## config.mk

```make
export PLATFORM = sky130hd
export DESIGN_NAME = pfcan_sqrt
export DESIGN_NICKNAME = d
export VERILOG_FILES = /design/src/rtl/pfcan_pkg.sv /design/src/rtl/pfcan_sqrt.sv
export SDC_FILE = /design/constraint.sdc
export NUM_CORES = 1
export LEC_CHECK = 0
export ABC_AREA = 1
export BUFFER_PORTS_ARGS = -buffer_cell sky130_fd_sc_hd__buf_2
export CAP_MARGIN = 20
export CORE_ASPECT_RATIO = 0.5
export CORE_UTILIZATION = 43
export CTS_CLUSTER_SIZE = 10
export DETAILED_ROUTE_END_ITERATION = 16
export PLACE_DENSITY = 0.69
export SYNTH_ARGS = -nofsm -noshare
export SYNTH_HDL_FRONTEND = slang
export SYNTH_SLANG_ARGS = --single-unit
```

## constraint.sdc

```tcl
create_clock -name clk -period 24.7 [get_ports clk]
set_input_delay 4.94 -clock clk [delete_from_list [all_inputs] [get_ports clk]]
set_output_delay 4.94 -clock clk [all_outputs]
set_load 0.01 [all_outputs]
```

## src/rtl/pfcan_pkg.sv

```systemverilog
package pfcan_pkg;

  localparam int COORD_W   = 32;
  localparam int SUM_W     = 40;
  localparam int AREA_W    = 48;
  localparam int UNIT_W    = 16;
  localparam int DIV_NUM_W = 80;
  localparam int DIV_DEN_W = 64;
  localparam int RAD_W     = 128;
  localparam int ROOT_W    = 64;
  localparam int FAN_W     = 72;
  localparam int UNIT_SH   = 15;

  typedef logic signed [COORD_W-1:0] coord_t;
  typedef logic [AREA_W-1:0]         area_t;
  typedef logic signed [UNIT_W-1:0]  unit_t;

  typedef enum logic [1:0] {
    ERR_OK    = 2'd0,
    ERR_FEW   = 2'd1,
    ERR_MANY  = 2'd2,
    ERR_DEGEN = 2'd3
  } err_t;

endpackage

```

## src/rtl/pfcan_sqrt.sv

```systemverilog
module pfcan_sqrt (
  input  logic                         clk,
  input  logic                         rst,
  input  logic                         start,
  input  logic [pfcan_pkg::RAD_W-1:0]  rad,
  output logic                         done,
  output logic [pfcan_pkg::ROOT_W-1:0] root
);
  import pfcan_pkg::*;

  localparam int CW  = $clog2(ROOT_W);
  localparam int REM_W = ROOT_W + 2;
  localparam logic [CW-1:0] CNT_LAST = CW'(ROOT_W - 1);

  logic             busy;
  logic [CW-1:0]    cnt;
  logic [RAD_W-1:0] x;
  logic [REM_W-1:0] rem;
  logic [REM_W+1:0] trem;
  logic [REM_W+1:0] tsub;
  logic [REM_W+1:0] diff;
  logic             ge;

  // digit-by-digit root, two radicand bits a cycle
  always_comb begin
    trem = {rem, x[RAD_W-1 -: 2]};
    tsub = (REM_W+2)'({root, 2'b01});
    diff = trem - tsub;
    ge   = trem >= tsub;
  end

  always_ff @(posedge clk) begin
    if (rst) begin
      busy <= 1'b0;
      done <= 1'b0;
    end else begin
      done <= 1'b0;
      if (start) begin
        busy <= 1'b1;
        cnt  <= '0;
        rem  <= '0;
        root <= '0;
        x    <= rad;
      end else if (busy) begin
        rem  <= ge ? diff[REM_W-1:0] : trem[REM_W-1:0];
        root <= {root[ROOT_W-2:0], ge};
        x    <= {x[RAD_W-3:0], 2'b00};
        cnt  <= cnt + 1'b1;
        if (cnt == CNT_LAST) begin
          busy <= 1'b0;
          done <= 1'b1;
        end
      end
    end
  end
endmodule

```

=== Yosys cells after proc, flatten, opt, wreduce, memory -nomap -nowiden ===
Cells that the tools add are included.

* Add/subtract/negate cells: 2
* Multiply operators: 0
* Divide/modulo/power cells: 0
* $lt $le $gt $ge: 1
* Equal/unequal tests: 1
* Shift-type cells: 0
* Muxes and demuxes: 10
* Bitwise operators: 2
* Reductions and logical operators: 3

{| class="wikitable"
|+ Operator list
! cell !! number
|-
| 128-bit two-way mux || 2
|-
| 66-bit two-way mux || 2
|-
| 68-bit by 66-bit >= comparator with 1-bit output || 1
|-
| 66-bit subtractor || 1
|-
| 64-bit two-way mux || 1
|-
| 6-bit by 1-bit adder with 6-bit output (second input constant) || 1
|-
| 6-bit == test (second input constant) || 1
|-
| 6-bit two-way mux || 1
|-
| 1-bit two-way mux || 4
|-
| 3-bit OR reduction || 1
|-
| 1-bit NOT || 2
|-
| 2-bit AND reduction || 1
|-
| 2-bit nonzero test || 1
|}

* Flip-flop bits (word level): 266
* Latch bits: 0
* RAM bits: 0
* ROM bits: 0
* Input bits: 131
* Output and inout port bits: 65
* Logic and storage cells: 25
* Memories kept: 0

=== Depth between registers and ports, before layout ===
Gate-level depths: netlist of the first run.

* Word-level depth: 4
* Mapped depth: 19
* Mapped depth without buffers: 19

=== Least setup slack after synthesis of the first run ===
Ideal clock, no wire load.

* Path type: input to register
* Start point: input start
* End point: register cnt[0], enable pin
* Data arrival time: 18,263 ps
* Data required time: 23,718 ps
* Setup slack: 5,456 ps
* Cell stages on the path: 4
* Buffers on the path: 2
* Cell sequence: clkbuf_1 -> clkinv_1 -> buf_2 -> a21oi_1

* Word-level cells in the longest chain between the ends: 2

{| class="wikitable"
|+ Ends and longest elaborated chain
! what !! RTL line !! RTL
|-
| start, declared || pfcan_sqrt.sv:4 || <nowiki>input logic start,</nowiki>
|-
| 2-bit nonzero test (no source line) || n/a ||
|-
| 2-bit AND reduction (no source line) || n/a ||
|-
| end signal, assigned || pfcan_sqrt.sv:48 || <nowiki>cnt <= cnt + 1'b1;</nowiki>
|-
| end, declared || pfcan_sqrt.sv:16 || <nowiki>logic [CW-1:0] cnt;</nowiki>
|}

Every way passes these cells.
A chain may end at the register's enable or synchronous reset.

=== Final worst setup path of the first run ===
* Start point: input start
* End point: register rem[54], enable pin

* Word-level cells in the longest chain between the ends: 2

{| class="wikitable"
|+ Ends and longest elaborated chain
! what !! RTL line !! RTL
|-
| 2-bit nonzero test (no source line) || n/a ||
|-
| 2-bit AND reduction (no source line) || n/a ||
|-
| end signal, assigned || pfcan_sqrt.sv:45 || <nowiki>rem <= ge ? diff[REM_W-1:0] : trem[REM_W-1:0];</nowiki>
|-
| end, declared || pfcan_sqrt.sv:18 || <nowiki>logic [REM_W-1:0] rem;</nowiki>
|}

Every way passes these cells.

==> results of run 1 <==
[Yosys cell counts (2+ instances only)]
| cell type | count |
|---|---|
| nand2_1 | 1072 |
| inv_1 | 382 |
| nor2_1 | 296 |
| edfxtp_1 | 264 |
| ha_1 | 67 |
| a21oi_1 | 52 |
| o21ai_0 | 40 |
| clkbuf_1 | 39 |
| nand3_1 | 33 |
| xor2_1 | 32 |
| nand3b_1 | 21 |
| nor3_1 | 15 |
| nand4_1 | 8 |
| nor4_1 | 8 |
| nand2_2 | 7 |
| nor2_2 | 7 |
| and2_1 | 6 |
| o21ai_1 | 6 |
| buf_6 | 5 |
| o21bai_1 | 5 |
| buf_2 | 4 |
| inv_2 | 4 |
| buf_1 | 3 |
| buf_4 | 3 |
| a21o_1 | 2 |
| dfxtp_1 | 2 |
| nand3_2 | 2 |
| nor2_4 | 2 |
| nor3_2 | 2 |
| o21a_1 | 2 |
| xnor2_1 | 2 |
[metal layers]
metal  share of wire, %  GRT usage, %  vias up
met5                  0             0        -
met3                6.1          2.95       52
met4                1.5          4.22        0
li1                   -             -     7743
met1                 49          33.0     6745
met2                 43          34.8      379
[registers in the layout, summed over array words and instances (netlist names)]
name / count
rem: 66
done: 1
x: 128
busy: 1
cnt: 6
root: 64
[worst paths after layout]
path / slack [ps] / cells past startpoint / to / startpoint
worst max-delay path: 16860 / 5 / rem[54]$_SDFFCE_PP0P_ / start
worst max register to register: 20820 / 12 / rem[33]$_SDFFCE_PP0P_ / rem[50]$_SDFFCE_PP0P_
worst min-delay path: 470 / 2 / x[4]$_DFFE_PP_ / x[2]$_DFFE_PP_
worst min register to register: 470 / 2 / x[4]$_DFFE_PP_ / x[2]$_DFFE_PP_
[through the flow]
step | hold slack [ps] | std cells | utilization [%] | total power (uW)
global placement | 490 | 3078 | 47.7 | 895
CTS | 473 | 3136 | 50.1 | 1340
floorplan | 421 | 2403 | - | 815
finish | 470 | 3136 | 50.1 | 1330
global route | 508 | 3136 | 50.1 | 1410
detailed placement | 497 | 3078 | 47.7 | 899
[power by group through the flow]
stage	registers, uW	clock network [uW]	logic [uW]
floorplan	578	0	237
global placement	566	0	329
detailed placement	566	0	333
CTS	558	447	335
global route	561	462	383
finish	557	435	338
[layout make-up]
cell class	count	area (um^2)
Fill cell	3947	19600
Sequential cell	266	7970
Multi-Input combinational cell	1694	7590
Inverter	387	1460
Timing Repair Buffer	201	1030
Clock buffer	54	872
Tap cell	530	663
Clock inverter	4	62.6
[worst max-delay path: cells and delay by family]
family                 cells  cell delay, ps
AO/OA/AOI/OAI              1             260
buffers and inverters      4            2510
[logic make-up (layout without fill, tap and decap cells)]
| group | after synthesis | count (layout) | share of synthesized area, % |
|---|---|---|---|
| flops | 266 | 266 | 46.1 |
| fa+ha+maj | 67 | 67 | 4.85 |
| simple gates | 1483 | 1483 | 33.9 |
| xor+xnor | 34 | 34 | 1.72 |
| compound gates | 110 | 110 | 3.40 |
| buf+inv | 443 | 646 | 10.0 |
==> run summary, run 1 <==
post-CTS sizing = 0
endpoint class of the critical path = register
sequential share of the synthesized area = 46.1%
clk buf depth = 3
worst setup slack after layout = 16860 ps
die area = 0.0410 mm^2
Placer Congestion = 0.996
H-tree depth = 1
Async SR Flop Fraction = 0%
Core Area = 0.0392 mm^2
slew of the pin with the lowest slew margin = 1090 ps
Area contributors post-synth = edfxtp_1 (46%), nand2_1 (23%), inv_1 (8.3%), nor2_1 (6.4%), ha_1 (4.9%)
global-route usage over all layers = 22.3%
Clk pwr share = 32.7%
via count = 14919
Hold Violations, Final = 0
Synth Cell Area = 0.0173 mm^2
Post-DP HPWL = 34100 um
FMAX = 0.128 GHz
worst clock skew = 49.0 ps
Final Instance Area = 0.0196 mm^2
ANT cells = 0
cell taking the most area after synthesis = edfxtp_1
Switching Share = 32.4%
slowest stage delay, CP = 880 ps
fraction of layout cells with a size suffix above 1 = 10.2%
slowest CP cell = buf_4
io pins = 196
sequential power share = 41.9%
P_int = 899 uW
post-layout min period = 7840 ps
# nets final = 2779
P_sw = 432 uW
Max Fanout on Critical Path = 108
syn nets = 2601
Worst EP required = 24880 ps
Synth Register Bits = 266
final setup fails = 0
Cell Area, Placed = 0.0187 mm^2
CP Class = in -> reg
crit path cell chain = buf_6, inv_6, a21oi_4, buf_4, buf_4
predominant post-synthesis flop cell = edfxtp_1
Slew headroom = 27.4%
Post-Syn Area per Cell = 7.19 um^2
cell row count = 51
hold_buf cts = 0
Syn. warnings = 0
insertion delay to the later sink of the worst-skew pair = 610 ps
number of global-route vias before repair = 13774
commonest non-fill, non-tap cell in the layout = nand2_1
1st-pass router iterations = 5
initial antenna violation count = 0
clock root buffer = clkbuf_16
combinational share of power = 25.4%
arrival time at the worst endpoint = 8020 ps
CP most frequent cell = buf_4
initial drt markers = 1213
pwr/cell area = 67.7 mW/mm^2
die height = 144 um
setup tns final = 0 ps
startpoint types = input pin
Tightest Hold Check Type = reg -> reg
Post-route DRC = 0
leading cell types in the layout, fill and taps excluded = nand2_1 (1072), inv_1 (382), nor2_1 (296), edfxtp_1 (264), buf_2 (194)
status = finished clean
Clock Sinks = 266
die width = 286 um
Vias/cell = 4.76
Final Cycle Share = 31.7%
IO Port Bufs = 195
CTS tree = built
Synth Instances = 2403
Pleak = 0.0103 uW
P&R area growth vs syn = 13.7%
max cap viols = 0
Clock transition at path regs = 60 ps
post-synth top area share = 45.9%
Post-DRT Antenna Nets = 0
Initial Util = 44.0%
Wirelength per Cell = 14.7 um
first-pass GRT wire length = 72900 um
VDD IR-drop max = 0.0577 mV
TritonCTS Buffers = 31
DP Worst Slack = 16280 ps
largest net degree at the start of global routing = 109
Post-CTS Setup Inserts = 0
RSZ-0062 raised after global routing = no
Netlist cell types = 41
EDFF count, synth = 264
Slew Limit Fails = 0
drt total wl = 46000 um
GR Overflow Total = 0
(Power assumes the default switching activity.)
==> inputs of run 2 (changes only) <==
--- a/config.mk
+++ b/config.mk
@@ -12,7 +12,7 @@
 export CORE_UTILIZATION = 43
 export CTS_CLUSTER_SIZE = 10
 export DETAILED_ROUTE_END_ITERATION = 16
-export PLACE_DENSITY = 0.69
+export PLACE_DENSITY = 0.71
 export SYNTH_ARGS = -nofsm -noshare
 export SYNTH_HDL_FRONTEND = slang
 export SYNTH_SLANG_ARGS = --single-unit
==> constraint.sdc (replaced) <==
create_clock -name clk -period 7 [get_ports clk]
set_input_delay 1.4 -clock clk [delete_from_list [all_inputs] [get_ports clk]]
set_output_delay 1.4 -clock clk [all_outputs]
set_load 0.01 [all_outputs]
==> run summary, run 2 (same netlist as run 1, synthesis figures left out) <==
status = finished clean
Clock transition at path regs = 60 ps (about the same)
clock root buffer = clkbuf_16
hold endpoint = x[52]$_DFFE_PP_
hold_buf cts = 0 (unchanged)
io pins = 196 (unchanged)
CP Class = reg -> reg
RSZ-0062 raised after global routing = no
worst clock skew = 32.8 ps (-16.2 ps)
fraction of layout cells with a size suffix above 1 = 10.1% (-0.19 points)
largest reg by FF count = x
r2r setup slk = 3160 ps (-17660 ps)
startpoint types = register
Largest regs = x x128, rem x66, root x64
Slew Limit Fails = 0 (unchanged)
Post-DRT Antenna Nets = 0 (unchanged)
initial drt markers = 1384 (+14%)
slowest CP cell = nand2_4
pwr/cell area = 235 mW/mm^2 (+250%)
Hold Path Depth = 2 (unchanged)
P&R area growth vs syn = 13.2%
setup tns final = 0 ps (unchanged)
H-tree depth = 1 (unchanged)
Slew headroom = 28.8% (+1.4 points)
hold path start = x[50]$_DFFE_PP_
CP most frequent cell = nand2_1
Tightest Hold Check Type = reg -> reg
slowest stage delay, CP = 700 ps (-180 ps)
max cap viols = 0 (unchanged)
via count = 14980 (+0.41%)
family with the most delay on the worst path = simple AND/OR/NAND/NOR gates
die width = 286 um (unchanged)
first-pass GRT wire length = 73400 um (+0.59%)
VDD IR-drop max = 0.185 mV (+220%)
FF-to-FF Start = rem[26]$_SDFFCE_PP0P_
clk buf depth = 3 (unchanged)
fill count = 3985 (+0.96%)
Hold Violations, Final = 0 (unchanged)
largest net degree at the start of global routing = 120 (+10%)
arrival time at the worst endpoint = 4170 ps (-3850 ps)
total power = 4610 uW (+250%)
Placer Congestion = 1.03 (+2.9%)
FF-to-FF End = rem[8]$_SDFFCE_PP0P_
IO Port Bufs = 195 (unchanged)
drt total wl = 46500 um (+1.2%)
# nets final = 2777 (-0.072%)
Core Area = 0.0392 mm^2 (unchanged)
Initial Util = 44.0% (unchanged)
Post-route DRC = 0 (unchanged)
Buf/Inv on CP = 2 (-2)
Pleak = 0.0103 uW (-0.40%)
Max Fanout on Critical Path = 96 (-11%)
GR Overflow Total = 0 (unchanged)
commonest non-fill, non-tap cell in the layout = nand2_1
Final Cycle Share = 54.8%
initial antenna violation count = 1 (+1)
Final Util = 49.9% (-0.21 points)
post-CTS sizing = 0 (unchanged)
1st-pass router iterations = 6 (+1)
CTS tree = built
Worst Reg-to-Reg Cells = 14 (+2)
Vias/cell = 4.79 (+0.73%)
ANT cells = 0 (unchanged)
post-layout min period = 3840 ps
cell row count = 51 (unchanged)
TritonCTS Buffers = 30 (-3.2%)
FMAX = 0.261 GHz
slew of the pin with the lowest slew margin = 1070 ps (-21.1 ps)
die height = 144 um (unchanged)
insertion delay to the later sink of the worst-skew pair = 610 ps (about the same)
global-route usage over all layers = 22.5% (+0.25 points)
final setup fails = 0 (unchanged)
Post-CTS Setup Inserts = 0 (unchanged)
number of flip-flops in the largest register = 128 (unchanged)
Post-DP HPWL = 34600 um (+1.6%)
Worst EP required = 7340 ps (-17540 ps)
crit path cell chain = ha_1, nand2_1, nor2_4, inv_2, nor3_2, nand2_1, nand2_1, nand2_1, nand3_2, nand2_2, nand2_4, inv_2, nor2_1, nor2_1
die area = 0.0410 mm^2 (unchanged)
Clock Sinks = 266 (unchanged)
Wirelength per Cell = 14.9 um (+1.5%)
leading cell types in the layout, fill and taps excluded = nand2_1 (1072), inv_1 (382), nor2_1 (296), edfxtp_1 (264), buf_2 (194)
endpoint class of the critical path = register
number of global-route vias before repair = 13821 (+0.34%)
==> run 2: cell count changes in the layout (fill, tap and decap cells not counted), sizes merged <==
cell / delta
clkbuf: -7
clkinv: +1
clkinvlp: -1
inv: -1
bufinv: -1
buf: -1
==> run 2: worst max-delay path by stage <==
stage	start	to	slack [ps]	cells after the start
final	rem[26]$_SDFFCE_PP0P_	rem[8]$_SDFFCE_PP0P_	3160	14
after global routing	rem[25]$_SDFFCE_PP0P_	rem[8]$_SDFFCE_PP0P_	2810	14
after detailed placement	start	x[65]$_DFFE_PP_	2810	4
after CTS	rem[26]$_SDFFCE_PP0P_	rem[30]$_SDFFCE_PP0P_	3170	14
after floorplan	start	cnt[0]$_SDFFCE_PP0P_	80	4
after global placement	start	x[67]$_DFFE_PP_	2880	4
==> run 2: through the flow <==
step	hold WS [ps]	instances	area, um^2	setup slack, ps
3_5_place_dp	496	3077	18700	2810
6_report	511	3126	19600	3160
4_1_cts	510	3126	19600	3170
2_1_floorplan	480	2403	17300	83.8
3_3_place_gp	490	3077	18700	2880
5_1_grt	530	3126	19600	2810
==> run 2: layer usage <==
| layer | part of all wire (%) | GRT usage, % | wire [um] | vias to the layer above |
|---|---|---|---|---|
| met5 | 0.017 | 0 | 8 | - |
| met3 | 6.7 | 3.60 | 3120 | 75 |
| met1 | 48 | 32.9 | 22400 | 6757 |
| met4 | 2.6 | 6.22 | 1210 | 2 |
| li1 | - | - | - | 7726 |
| met2 | 43 | 34.5 | 19800 | 420 |
==> run 2: where the power goes <==
group	switching [uW]	internal, uW	total (uW)
clock network	654	790	1440
registers	48.6	1920	1960
logic	817	380	1200
total	1520	3090	4610
==> run 2: layout make-up <==
cell class	instances	area [um^2]	share of cell area [%]
clock buffer	47	815	4.16
clock inverter	2	33.8	0.173
inverter	387	1460	7.45
multi-input combinational	1694	7590	38.8
sequential	266	7970	40.7
tap	530	663	3.39
timing repair buffer	200	1030	5.28
==> run 2: worst reg2reg max path: stages, from the launching register on <==
cell and delay (ps):
edfxtp_1 400, ha_1 370, nand2_1 140, nor2_4 140, inv_2 50, nor3_2 270
nand2_1 130, nand2_1 140, nand2_1 100, nand3_2 100, nand2_2 70, nand2_4 700
inv_2 640, nor2_1 270, nor2_1 80
