### config.mk
export PLATFORM = sky130hd
export DESIGN_NAME = pfcan_div
export DESIGN_NICKNAME = d
export VERILOG_FILES = /design/src/rtl/pfcan_pkg.sv /design/src/rtl/pfcan_div.sv
export SDC_FILE = /design/constraint.sdc
export NUM_CORES = 1
export LEC_CHECK = 0
export BUFFER_PORTS_ARGS = -buffer_cell sky130_fd_sc_hd__buf_2
export CORE_MARGIN = 8
export CORE_UTILIZATION = 30
export DETAILED_ROUTE_END_ITERATION = 6
export SYNTH_ARGS = -nofsm -noshare
export SYNTH_HDL_FRONTEND = slang
export SYNTH_SLANG_ARGS = --single-unit
### constraint.sdc
create_clock -name clk -period 11.7 [get_ports clk]
set_clock_uncertainty 0.1 [all_clocks]
set_input_delay 2.34 -clock clk [delete_from_list [all_inputs] [get_ports clk]]
set_output_delay 2.34 -clock clk [all_outputs]
set_load 0.02 [all_outputs]
### src/rtl/pfcan_pkg.sv
package pfcan_pkg;

  localparam int COORD_W   = 32;
  localparam int SUM_W     = 40;
  localparam int AREA_W    = 48;
  localparam int UNIT_W    = 16;
  localparam int DIV_NUM_W = 80;
  localparam int DIV_DEN_W = 64;
  localparam int RAD_W     = 128;
  localparam int ROOT_W    = 64;
  localparam int FAN_W     = 72;
  localparam int UNIT_SH   = 15;

  typedef logic signed [COORD_W-1:0] coord_t;
  typedef logic [AREA_W-1:0]         area_t;
  typedef logic signed [UNIT_W-1:0]  unit_t;

  typedef enum logic [1:0] {
    ERR_OK    = 2'd0,
    ERR_FEW   = 2'd1,
    ERR_MANY  = 2'd2,
    ERR_DEGEN = 2'd3
  } err_t;

endpackage

### src/rtl/pfcan_div.sv
module pfcan_div (
  input  logic                            clk,
  input  logic                            rst,
  input  logic                            start,
  input  logic [pfcan_pkg::DIV_NUM_W-1:0] num,
  input  logic [pfcan_pkg::DIV_DEN_W-1:0] den,
  output logic                            done,
  output logic [pfcan_pkg::DIV_NUM_W-1:0] quo
);
  import pfcan_pkg::*;

  localparam int CW = $clog2(DIV_NUM_W);
  localparam logic [CW-1:0] CNT_LAST = CW'(DIV_NUM_W - 1);

  logic                 busy;
  logic [CW-1:0]        cnt;
  logic [DIV_DEN_W-1:0] rem;
  logic [DIV_DEN_W-1:0] den_q;
  logic [DIV_DEN_W:0]   trial;
  logic [DIV_DEN_W:0]   diff;
  logic                 ge;

  // restoring long division, one quotient bit a cycle
  always_comb begin
    trial = {rem, quo[DIV_NUM_W-1]};
    diff  = trial - {1'b0, den_q};
    ge    = trial >= {1'b0, den_q};
  end

  always_ff @(posedge clk) begin
    if (rst) begin
      busy <= 1'b0;
      done <= 1'b0;
    end else begin
      done <= 1'b0;
      if (start) begin
        busy  <= 1'b1;
        cnt   <= '0;
        rem   <= '0;
        quo   <= num;
        den_q <= den;
      end else if (busy) begin
        rem <= ge ? diff[DIV_DEN_W-1:0] : trial[DIV_DEN_W-1:0];
        quo <= {quo[DIV_NUM_W-2:0], ge};
        cnt <= cnt + 1'b1;
        if (cnt == CNT_LAST) begin
          busy <= 1'b0;
          done <= 1'b1;
        end
      end
    end
  end
endmodule

# [Yosys cells after proc, flatten, opt, wreduce, memory -nomap -nowiden]
# Cells that the tools add are included.
[totals] output_inout_bits=81 word_cells=25 input_bits=147 register_bits=217
[classes] n_eq_ne=1 bitwise=2 order_cmp=1 reduce_logical=4 muxes=9 addsub=2
[ops] op="80-bit 2-to-1 mux" count=2
[ops] op="64-bit 2-to-1 mux" count=2
[ops] op="65-bit by 64-bit greater-or-equal comparator with 1-bit output" count=1
[ops] op="64-bit subtractor" count=1
[ops] op="7-bit by 1-bit adder with 7-bit output (second input constant)" count=1
[ops] op="7-bit == test (second input constant)" count=1
[ops] op="7-bit 2-to-1 mux" count=1
[ops] op="1-bit 2-to-1 mux" count=4
[ops] op="2-bit AND reduction" count=2
[ops] op="3-bit OR reduction" count=1
[ops] op="1-bit inverter" count=2
[ops] op="2-bit nonzero test" count=1

# [Logic depth before layout (Yosys ltp)]
# Gate-level depths: netlist (run 1).
[logic_depth] ltp_word=4 ltp_mapped=14 mapped_depth_nobuf=13

# [Least setup slack after synthesis (run 1)]
# OpenSTA, ideal clock, no wires.
[synth_timing] path_type="input to register" from="input start" to="register cnt[0] (enable)" n_path_buf=1 t_arrival_ns=8.997 required_time_ns=10.935 path_slack_ns=1.939 stages=3 cell_sequence="clkbuf_1 -> nor2_1 -> nor2_1"
[synth_between] elab_chain_cells=2
[synth_lines] element="from (decl)" line_no="pfcan_div.sv:4" rtl="input logic start,"
[synth_lines] element="2-bit nonzero test (no source line)"
[synth_lines] element="2-bit AND reduction (no source line)"
[synth_lines] element="to (signal assigned)" line_no="pfcan_div.sv:45" rtl="cnt <= cnt + 1'b1;"
[synth_lines] element="to (decl)" line_no="pfcan_div.sv:16" rtl="logic [CW-1:0] cnt;"
# No other way between the ends.
# A chain may end at the register's enable or synchronous reset.

# [Worst setup path in the final report (run 1)]
[layout_timing] from="input start" to="register quo[2] (netlist bit) (enable)"
[layout_between] elab_chain_cells=2
[layout_lines] element="2-bit nonzero test (no source line)"
[layout_lines] element="2-bit AND reduction (no source line)"
[layout_lines] element="to (signal assigned)" line_no="pfcan_div.sv:40" rtl="quo <= num;"
[layout_lines] element="to (signal assigned)" line_no="pfcan_div.sv:44" rtl="quo <= {quo[DIV_NUM_W-2:0], ge};"
[layout_lines] element="to (decl)" line_no="pfcan_div.sv:8" rtl="output logic [pfcan_pkg::DIV_NUM_W-1:0] quo"
# No other way between the ends.

==> results by group, run 1 <==
Outcome
  • Outcome: finished, final reports clean

Hold path
  • Worst hold path type: reg2reg

Setup path
  • R2r startpoint: rem[47]
  • CP Cell Sequence: buf_4, nor2_1, nor2_4, buf_4
  • Crit path max-delay family: buffers and inverters
  • CP Depth: 4
  • Max incr delay on CP: 0.90 ns
  • Critical Path AT: 4.67 ns
  • Crit path from: start
  • Crit end category: flop
  • WS Path Type: in2reg
  • CP Buf/Inv Count: 2
  • Flop2flop setup slack: 7.44 ns
  • Startpoint types: input pin
  • Slowest CP cell: buf_4
  • Worst flop-to-flop path endpoint: rem[46]
  • CP most frequent cell: buf_4
  • Setup crit end: quo[2]
  • Crit-path max FO: 82
  • CP required: 11.78 ns
  • Worst reg-to-reg path cell count: 11

Logic synthesis
  • #FFs+latches synth: 217
  • Dominant synthesized flop cell: edfxtp_1
  • Yosys Warn Count: 0
  • Syn Inst Count: 1,138
  • Register area share after synthesis: 0.509
  • Syn_area_per_cell: 11.2 um^2
  • Post-Synthesis Cell Area: 0.0128 mm^2
  • Post-synthesis async set-or-reset flop share: 0
  • Net Count, Synth: 1,351
  • Post-synth EDFFs: 215
  • Synth unique cells: 67

Drt
  • Remaining antenna violation count: 0
  • WL per Instance: 18.2 um
  • Total number of vias: 9,615
  • Iter 0 DRT Violations: 599
  • # DRC: 0
  • DRT Pass-1 Iters: 5
  • Vias per inst: 5.06
  • DRT Wirelength: 34.5 mm

Die
  • Core Region: 0.0419 mm^2
  • Die area: 0.0494 mm^2
  • Initial Util: 0.304
  • IO Pins: 228
  • Die Width: 222 um
  • Row Count: 75
  • Die height: 222 um

Timing
  • Hold Vio Cnt, Final: 0
  • Final setup fails: 0
  • Fin Hold WS: 0.420 ns
  • Unrepaired setup endpoints after global routing: false
  • Period utilization: 0.393
  • Setup TNS: 0 ns
  • Relative slew slack: 0.281
  • Highest clock rate: 218 MHz
  • Slew @ Worst Pin: 1.08 ns
  • Min Tclk post-route: 4.59 ns
  • Max-slew violations: 0

CTS
  • Root Buffer: clkbuf_16
  • Post_cts resized: 0
  • Hold Buf Count CTS: 0
  • Worst-path clk slew: 0.06 ns
  • Clock sinks: 217
  • Post-CTS Setup Inserts: 0
  • CTS Buf Count: 27
  • Htree depth: 1
  • CTS tree: built
  • Clk buf depth: 3
  • Clk_lat worst skew: 0.56 ns

Power
  • Power per cell area: 161 mW/mm^2
  • LEAKAGE: 0.00628 uW
  • Max VDD drop: 0.108 mV

Cells and area
  • # nets final: 1,553
  • Ratio of cells with drive above 1 in the final layout: 0.269
  • Synth-to-layout area growth: 19.1%
  • Core Util, Final: 0.362

Place
  • Number of port buffers: 227
  • HPWL Detailed: 25.7 mm
  • GP Congestion: 0.858

Global routing
  • GRT overflow: 0
  • First-pass GRT wire length: 54.5 mm
  • Vias in the first global route: 9,960
  • Initial antenna violation count: 10
  • Total GRT Usage: 0.135
  • Largest net degree at the start of global routing: 83

Flow run
  • Maxcap violations: 0
layout by cell type (no fill, tap or decap), drive strengths merged, types with 4 or more instances in the layout:
cell / count
or4: 5
and4: 6
nor2b: 4
edfxtp: 215
a21oi: 75
o21a: 13
mux2i: 32
nand2b: 7
a211oi: 23
nand4: 22
and3: 12
a221oi: 5
o221ai: 6
xor2: 22
nand2: 61
o21bai: 6
nand3: 33
a21o: 45
or3: 5
and2: 7
a31oi: 7
mux2: 81
ha: 65
nor3: 7
inv: 82
a31o: 5
buf: 234
clkbuf: 38
nor2: 97
o31ai: 7
o22ai: 6
nor4: 4
o21ai: 36
xnor2: 35
clkinv: 8
cell type report:
type	instances	area, um^2
Clock inverter	11	114
Multi-Input combinational cell	779	5690
Tap cell	539	674
Antenna cell	2	5.00
Fill cell	4162	26700
Clock buffer	38	727
Inverter	81	304
Sequential cell	217	6500
Timing Repair Buffer	234	1190
per-stage QoR:
stage               area [um^2]  instances  power, uW  setup WS [ns]
floorplan                 12800       1138       1490           1.94
CTS                       15200       1899       2480           7.10
finish                    15200       1901       2440           7.11
global route              15200       1900       2580           6.94
detailed placement        14400       1850       1650           6.49
global placement          14400       1850       1640           6.58
Yosys cell counts, drive strengths merged, types with 7 or more instances:
library cell  count  area share
ha               65       0.064
a31oi             7      0.0034
nand4            22       0.011
o21ai            36       0.014
xnor2            35       0.024
nor2             97       0.029
clkbuf           35       0.010
nor3              7      0.0027
o31ai             7      0.0041
mux2i            32       0.025
and2              7      0.0034
edfxtp          215        0.51
nand2            61       0.018
inv              81       0.024
mux2             81       0.071
o21a             13      0.0076
nand3            33       0.013
a211oi           23       0.014
xor2             22       0.015
a21oi            75       0.030
and3             12      0.0059
nand2b            7      0.0034
a21o             45       0.026
buf              26       0.012
layer usage:
metal	GRT usage	part of all wire	vias up
li1	-	-	4649
met1	0.170	0.44	4579
met2	0.222	0.46	323
met3	0.0473	0.087	50
met4	0.0254	0.016	14
met5	0	0.0024	-
report_power, final:
group / switching [uW] / internal, uW
Combinational: 386 / 267
Clock: 334 / 476
Sequential: 34.9 / 945
Total: 755 / 1690
sequential cells by signal (all words and copies together), names as in the netlist:
name   flops
busy       1
cnt        7
den_q     64
done       1
quo       80
rem       64
cell families (layout without fill, tap and decap cells):
family / after synthesis / count (layout) / synth area share
simple gates: 279 / 279 / 0.105
other cells: 0 / 2 / 0
flops: 217 / 217 / 0.509
buf+inv: 142 / 364 / 0.0461
fa+ha+maj: 66 / 66 / 0.0653
mux: 113 / 113 / 0.0966
xor+xnor: 57 / 57 / 0.0391
compound gates: 264 / 264 / 0.139
worst min-delay path by stage:
| stage | startpoint | to | slack, ns | depth (start not counted) |
|---|---|---|---|---|
| finish | busy | done | 0.42 | 1 |
| global route | busy | done | 0.44 | 1 |
| CTS | busy | done | 0.44 | 1 |
| detailed placement | busy | done | 0.42 | 1 |
| global placement | busy | done | 0.42 | 1 |
| floorplan | busy | done | 0.36 | 1 |
Note: power is estimated with default switching activity, not from simulation.
==> inputs of run 2 (changes only) <==
==> constraint.sdc (replaced) <==
create_clock -name clk -period 4.1 [get_ports clk]
set_clock_uncertainty 0.1 [all_clocks]
set_input_delay 0.82 -clock clk [delete_from_list [all_inputs] [get_ports clk]]
set_output_delay 0.82 -clock clk [all_outputs]
set_load 0.02 [all_outputs]
==> run 2 against run 1 <==
  * Via count up 1.2%
  * Sequential share of layout area decreased by 0.46 points
  * Total power increased to 2.9 times the previous value
  * Register-to-register slack worse by 7.2 ns
  * Core utilization is 0.39 points higher
  * Non-clock buffer count up 5
  * Die area did not move
  * Final cell count increased by 0.37%
  * Global-route usage up 0.24 points
  * Clock power rose to 3.0 times the previous value
  * Critical path type is now reg2reg
==> results by group, run 2 (synthesis gave the netlist of run 1 again) <==
Outcome
  • Outcome: finished, final reports clean (unchanged)

CTS
  • Clock sinks: 217 (unchanged)
  • Clk buf depth: 3 (unchanged)
  • CTS tree: built (unchanged)
  • Clk_lat worst skew: 0.57 ns (was 0.56 ns)
  • Worst-path clk slew: 0.06 ns (about the same)
  • Hold Buf Count CTS: 0 (unchanged)
  • Htree depth: 1 (unchanged)
  • Root Buffer: clkbuf_16 (unchanged)
  • Post-CTS Setup Inserts: 0 (unchanged)
  • CTS Buf Count: 28 (was 27)
  • Post_cts resized: 0 (unchanged)

Setup path
  • Startpoint types: flop (was input pin)
  • WS Path Type: reg2reg (was in2reg)
  • Crit end category: flop (unchanged)
  • CP required: 4.36 ns (was 11.78 ns)
  • Critical Path AT: 4.08 ns (was 4.67 ns)
  • Crit-path max FO: 58 (was 82)

Power
  • Reg power frac: 0.389 (was 0.401)
  • Gate power share: 0.268 (was 0.267)
  • Max VDD drop: 0.328 mV (was 0.108 mV)
  • LEAKAGE: 0.00635 uW (was 0.00628 uW)
  • Power, Total: 7170 uW (was 2440 uW)
  • Power per cell area: 466 mW/mm^2 (was 161 mW/mm^2)
  • Pint: 4930 uW (was 1690 uW)
  • Switching power: 2240 uW (was 755 uW)
  • Clock power share: 0.343 (was 0.332)
  • Switching portion of total power: 0.312 (was 0.309)

Cells and area
  • Largest Register: quo (unchanged)
  • Most common cell after layout, fill and taps aside: buf_2 (unchanged)
  • # fillers: 4,152 (was 4,162)
  • Most frequent cells in the layout: buf_2 (226), edfxtp_1 (215), nor2_1 (95), inv_1 (81), mux2_2 (81) (unchanged)
  • Seq. cell area: 0.00650 mm^2 (unchanged)
  • Max FFs per register: 80 (unchanged)
  • Top flop regs: quo: 80 flops, den_q: 64 flops, rem: 64 flops (unchanged)
  • # nets final: 1,559 (was 1,553)
  • Non-filler instance count after layout: 1,908 (was 1,901)
  • Synth-to-layout area growth: 20.4% (was 19.1%)
  • Area of the multi-input gates: 0.00569 mm^2 (unchanged)
  • Ratio of cells with drive above 1 in the final layout: 0.278 (was 0.269)

Die
  • Die area: 0.0494 mm^2 (unchanged)
  • Die Width: 222 um (unchanged)
  • Initial Util: 0.304 (unchanged)
  • Die height: 222 um (unchanged)
  • IO Pins: 228 (unchanged)
  • Row Count: 75 (unchanged)
  • Core Region: 0.0419 mm^2 (unchanged)

Place
  • Placed cells: 1,855 (was 1,850)
  • HPWL Detailed: 25.8 mm (was 25.7 mm)
  • Number of port buffers: 227 (unchanged)
  • GP Congestion: 0.841 (was 0.858)

Timing
  • Hold Vio Cnt, Final: 0 (unchanged)
  • Setup TNS: 0 ns (unchanged)
  • Period utilization: 0.933
  • Min Tclk post-route: 3.83 ns
  • Highest clock rate: 261 MHz
  • Slew @ Worst Pin: 0.875 ns (was 1.08 ns)
  • Relative slew slack: 0.416 (was 0.281)
  • Max-slew violations: 0 (unchanged)
  • Final setup fails: 0 (unchanged)
  • Unrepaired setup endpoints after global routing: false (unchanged)

Hold path
  • Worst hold path type: in2reg (was reg2reg)

Drt
  • WL per Instance: 18.4 um (was 18.2 um)
  • DRT Pass-1 Iters: 5 (unchanged)
  • Iter 0 DRT Violations: 557 (was 599)
  • DRT Wirelength: 35.0 mm (was 34.5 mm)
  • Vias per inst: 5.10 (was 5.06)
  • DR WL met3: 2.83 mm (was 3.01 mm)
  • WL met1: 15.4 mm (was 15.0 mm)
  • DR top layer: met5 (unchanged)
  • Total number of vias: 9,731 (was 9,615)
  • # DRC: 0 (unchanged)
  • DR WL met2: 15.9 mm (about the same)
  • Remaining antenna violation count: 0 (unchanged)

Flow run
  • Maxcap violations: 0 (unchanged)

Global routing
  • Total GRT Usage: 0.137 (was 0.135)
  • Initial antenna violation count: 10 (unchanged)
  • Vias in the first global route: 10,200 (was 9,960)
  • GRT overflow: 0 (unchanged)
  • Largest net degree at the start of global routing: 96 (was 83)
  • First-pass GRT wire length: 55.5 mm (was 54.5 mm)
run 2: power by group through the flow:
| stage | clock network [uW] | logic [uW] | registers [uW] |
|---|---|---|---|
| 4_1_cts | 2540 | 1920 | 2790 |
| 5_1_grt | 2610 | 2130 | 2810 |
| 3_3_place_gp | 0 | 1890 | 2830 |
| 2_1_floorplan | 0 | 1370 | 2870 |
| 6_report | 2460 | 1920 | 2790 |
| 3_5_place_dp | 0 | 1910 | 2830 |
run 2: worst paths after layout:
path,end,slack [ns],startpoint,depth (start not counted)
worst min-delay path,den_q[49],0.32,den[49],1
worst max-delay path,rem[46],0.27,rem[47],11
worst max register to register,rem[46],0.27,rem[47],11
worst min register to register,done,0.42,busy,1
run 2: metal layers:
layer,track usage,up-vias
met5,0,-
met4,0.0351,14
met3,0.0483,57
met2,0.222,310
met1,0.173,4675
li1,-,4675
run 2: stage by stage:
stage / instance area [um^2] / setup WS, ns / utilization / hold slack (ns)
after floorplan: 12800 / 0.115 / - / 0.360
after global placement: 14400 / 0.446 / 0.344 / 0.426
after detailed placement: 14400 / 0.297 / 0.344 / 0.428
after CTS: 15400 / 0.276 / 0.366 / 0.285
after global routing: 15400 / 0.0163 / 0.366 / 0.292
final: 15400 / 0.274 / 0.366 / 0.322
run 2: cell type report:
cell class / instances / area share
Antenna cell: 3 / 0.000488
Clock buffer: 31 / 0.0463
Clock inverter: 19 / 0.0133
Inverter: 81 / 0.0198
Multi-Input combinational cell: 779 / 0.370
Sequential cell: 217 / 0.423
Tap cell: 539 / 0.0439
Timing Repair Buffer: 239 / 0.0832
run 2: critical path, stage by stage, from the launching register on:
cell and delay (ns):
edfxtp_1 0.39, ha_1 0.49, nand4_1 0.27, or4_1 0.57, nor4_1 0.33, a21o_1 0.18, nand2b_1 0.12, o22ai_1 0.10
a21oi_4 0.17, buf_12 0.29, nand2_2 0.19, o32ai_1 0.38
==> inputs of run 3 (changes only) <==
--- a/config.mk
+++ b/config.mk
@@ -6,8 +6,9 @@
 export NUM_CORES = 1
 export LEC_CHECK = 0
 export BUFFER_PORTS_ARGS = -buffer_cell sky130_fd_sc_hd__buf_2
+export CAP_MARGIN = 10
 export CORE_MARGIN = 8
-export CORE_UTILIZATION = 30
+export CORE_UTILIZATION = 25
 export DETAILED_ROUTE_END_ITERATION = 6
 export SYNTH_ARGS = -nofsm -noshare
 export SYNTH_HDL_FRONTEND = slang
==> run 3 against run 2 <==
  * Critical endpoint is now rem[5]
  * Largest cell class unchanged
  * Sequential share of layout area decreased by 0.97 points
  * Routed wire length increased by 0.76%
  * Flip-flop and latch count did not move
  * Final cell count up 7.6%
  * Critical path depth increased by 1
  * Critical path type unchanged
==> results by group, run 3 (synthesis gave the netlist of run 1 again) <==
CTS
  • Htree depth: 1 (unchanged)
  • CTS Buf Count: 28 (unchanged)
  • Post-CTS Setup Inserts: 0 (unchanged)
  • Post_cts resized: 0 (unchanged)
  • CTS tree: built (unchanged)
  • Root Buffer: clkbuf_16 (unchanged)
  • Clock sinks: 217 (unchanged)
  • Clk buf depth: 3 (unchanged)
  • Hold Buf Count CTS: 0 (unchanged)
  • Clk_lat worst skew: 0.56 ns (was 0.57 ns)
  • Worst-path clk slew: 0.07 ns (was 0.06 ns)

Cells and area
  • Post-route cell area: 0.0157 mm^2 (was 0.0154 mm^2)
  • Ratio of cells with drive above 1 in the final layout: 0.284 (was 0.278)
  • Max FFs per register: 80 (unchanged)
  • Largest Register: quo (unchanged)
  • Top flop regs: quo: 80 flops, den_q: 64 flops, rem: 64 flops (unchanged)
  • Seq. cell area: 0.00650 mm^2 (unchanged)
  • Most common cell after layout, fill and taps aside: buf_2 (unchanged)
  • Synth-to-layout area growth: 23.3% (was 20.4%)
  • # nets final: 1,562 (was 1,559)
  • Area of the multi-input gates: 0.00569 mm^2 (unchanged)
  • # fillers: 5,282 (was 4,152)
  • Most frequent cells in the layout: buf_2 (226), edfxtp_1 (215), nor2_1 (95), inv_1 (81), mux2_2 (81) (unchanged)

Global routing
  • Total GRT Usage: 0.116 (was 0.137)
  • Largest net degree at the start of global routing: 79 (was 96)
  • Met2 GRT Util: 0.192 (was 0.222)
  • Vias in the first global route: 9,850 (was 10,200)
  • GR Util met1: 0.150 (was 0.173)
  • GRT overflow: 0 (unchanged)
  • Initial antenna violation count: 7 (was 10)
  • Met3 layer usage reported by global route: 0.0357 (was 0.0483)
  • First-pass GRT wire length: 55.7 mm (was 55.5 mm)
  • Busiest grt layer: met2 (unchanged)

Power
  • Max VDD drop: 0.351 mV (was 0.328 mV)
  • LEAKAGE: 0.00643 uW (was 0.00635 uW)
  • Power per cell area: 474 mW/mm^2 (was 466 mW/mm^2)

Drt
  • Iter 0 DRT Violations: 548 (was 557)
  • DRT Wirelength: 35.3 mm (was 35.0 mm)
  • # DRC: 0 (unchanged)
  • Remaining antenna violation count: 0 (unchanged)
  • DRT Pass-1 Iters: 6 (was 5)
  • Vias per inst: 4.68 (was 5.10)
  • Total number of vias: 9,611 (was 9,731)
  • WL per Instance: 17.2 um (was 18.4 um)

Timing
  • Final setup fails: 0 (unchanged)
  • Period utilization: 0.926 (was 0.933)
  • Highest clock rate: 263 MHz (was 261 MHz)
  • Unrepaired setup endpoints after global routing: false (unchanged)
  • Fin Hold WS: 0.331 ns (was 0.322 ns)
  • Hold Vio Cnt, Final: 0 (unchanged)
  • Max-slew violations: 0 (unchanged)
  • Relative slew slack: 0.434 (was 0.416)
  • Setup TNS: 0 ns (unchanged)
  • Slew @ Worst Pin: 0.846 ns (was 0.875 ns)
  • Min Tclk post-route: 3.80 ns (was 3.83 ns)

Setup path
  • Startpoint types: flop (unchanged)
  • Crit end category: flop (unchanged)
  • Flop2flop setup slack: 0.30 ns (was 0.27 ns)
  • CP required: 4.28 ns (was 4.36 ns)
  • WS Path Type: reg2reg (unchanged)
  • Worst reg-to-reg path cell count: 12 (was 11)
  • Critical Path AT: 3.98 ns (was 4.08 ns)
  • Crit-path max FO: 52 (was 58)

Place
  • GP Congestion: 0.867 (was 0.841)
  • Number of port buffers: 227 (unchanged)
  • Dpl cell area: 0.0147 mm^2 (was 0.0144 mm^2)
  • HPWL Detailed: 26.6 mm (was 25.8 mm)

Hold path
  • Hold depth: 1 (unchanged)
  • Worst hold path type: in2reg (unchanged)

Flow run
  • Maxcap violations: 0 (unchanged)

Die
  • Core Region: 0.0509 mm^2 (was 0.0419 mm^2)
  • Die height: 242 um (was 222 um)
  • Die Width: 242 um (was 222 um)
  • Initial Util: 0.251 (was 0.304)
  • Die area: 0.0585 mm^2 (was 0.0494 mm^2)
  • Row Count: 83 (was 75)
  • IO Pins: 228 (unchanged)

Outcome
  • Outcome: finished, final reports clean (unchanged)
==> run 3: path summary, 6_finish.rpt <==
check | end | from
worst min register to register | done | busy
worst max-delay path | rem[5] | rem[49]
worst min-delay path | den_q[42] | den[42]
worst max register to register | rem[5] | rem[49]
==> run 3: power by group <==
group | internal, uW | switching (uW) | total [uW]
clock network | 1700 | 1040 | 2740
logic | 800 | 1120 | 1920
registers | 2690 | 93.0 | 2790
==> run 3: cell type report <==
type	instances	area share
Inverter	81	0.0193
Multi-Input combinational cell	779	0.362
Tap cell	680	0.0541
Timing Repair Buffer	242	0.0859
Sequential cell	217	0.413
Antenna cell	2	0.000318
Clock inverter	22	0.0204
Clock buffer	30	0.0450
==> run 3: metal layers <==
layer | vias up | wire length [um] | share of wire
li1 | 4682 | - | -
met1 | 4573 | 15700 | 0.44
met2 | 307 | 16400 | 0.47
met3 | 39 | 2600 | 0.074
met4 | 10 | 501 | 0.014
met5 | - | 69 | 0.0020
==> run 3: stage by stage <==
| stage | utilization | total power (uW) | std cells | setup WS [ns] |
|---|---|---|---|---|
| 2_1_floorplan | - | 4240 | 1138 | 0.115 |
| 3_3_place_gp | 0.289 | 4730 | 1999 | 0.408 |
| 3_5_place_dp | 0.289 | 4750 | 1999 | 0.322 |
| 4_1_cts | 0.309 | 7550 | 2051 | 0.309 |
| 5_1_grt | 0.309 | 7830 | 2051 | 0.0529 |
| 6_report | 0.309 | 7450 | 2053 | 0.303 |
==> run 3: worst max-delay path, stage by stage (launching register included) <==
cell      delay (ns)
edfxtp_1        0.39
ha_1            0.45
nand4_1         0.25
or4_1           0.58
nor4_1          0.30
a21o_1          0.17
nand2b_1        0.12
o22ai_1         0.10
a21oi_4         0.20
buf_12          0.27
buf_4           0.28
mux2i_1         0.23
nor2_1          0.05
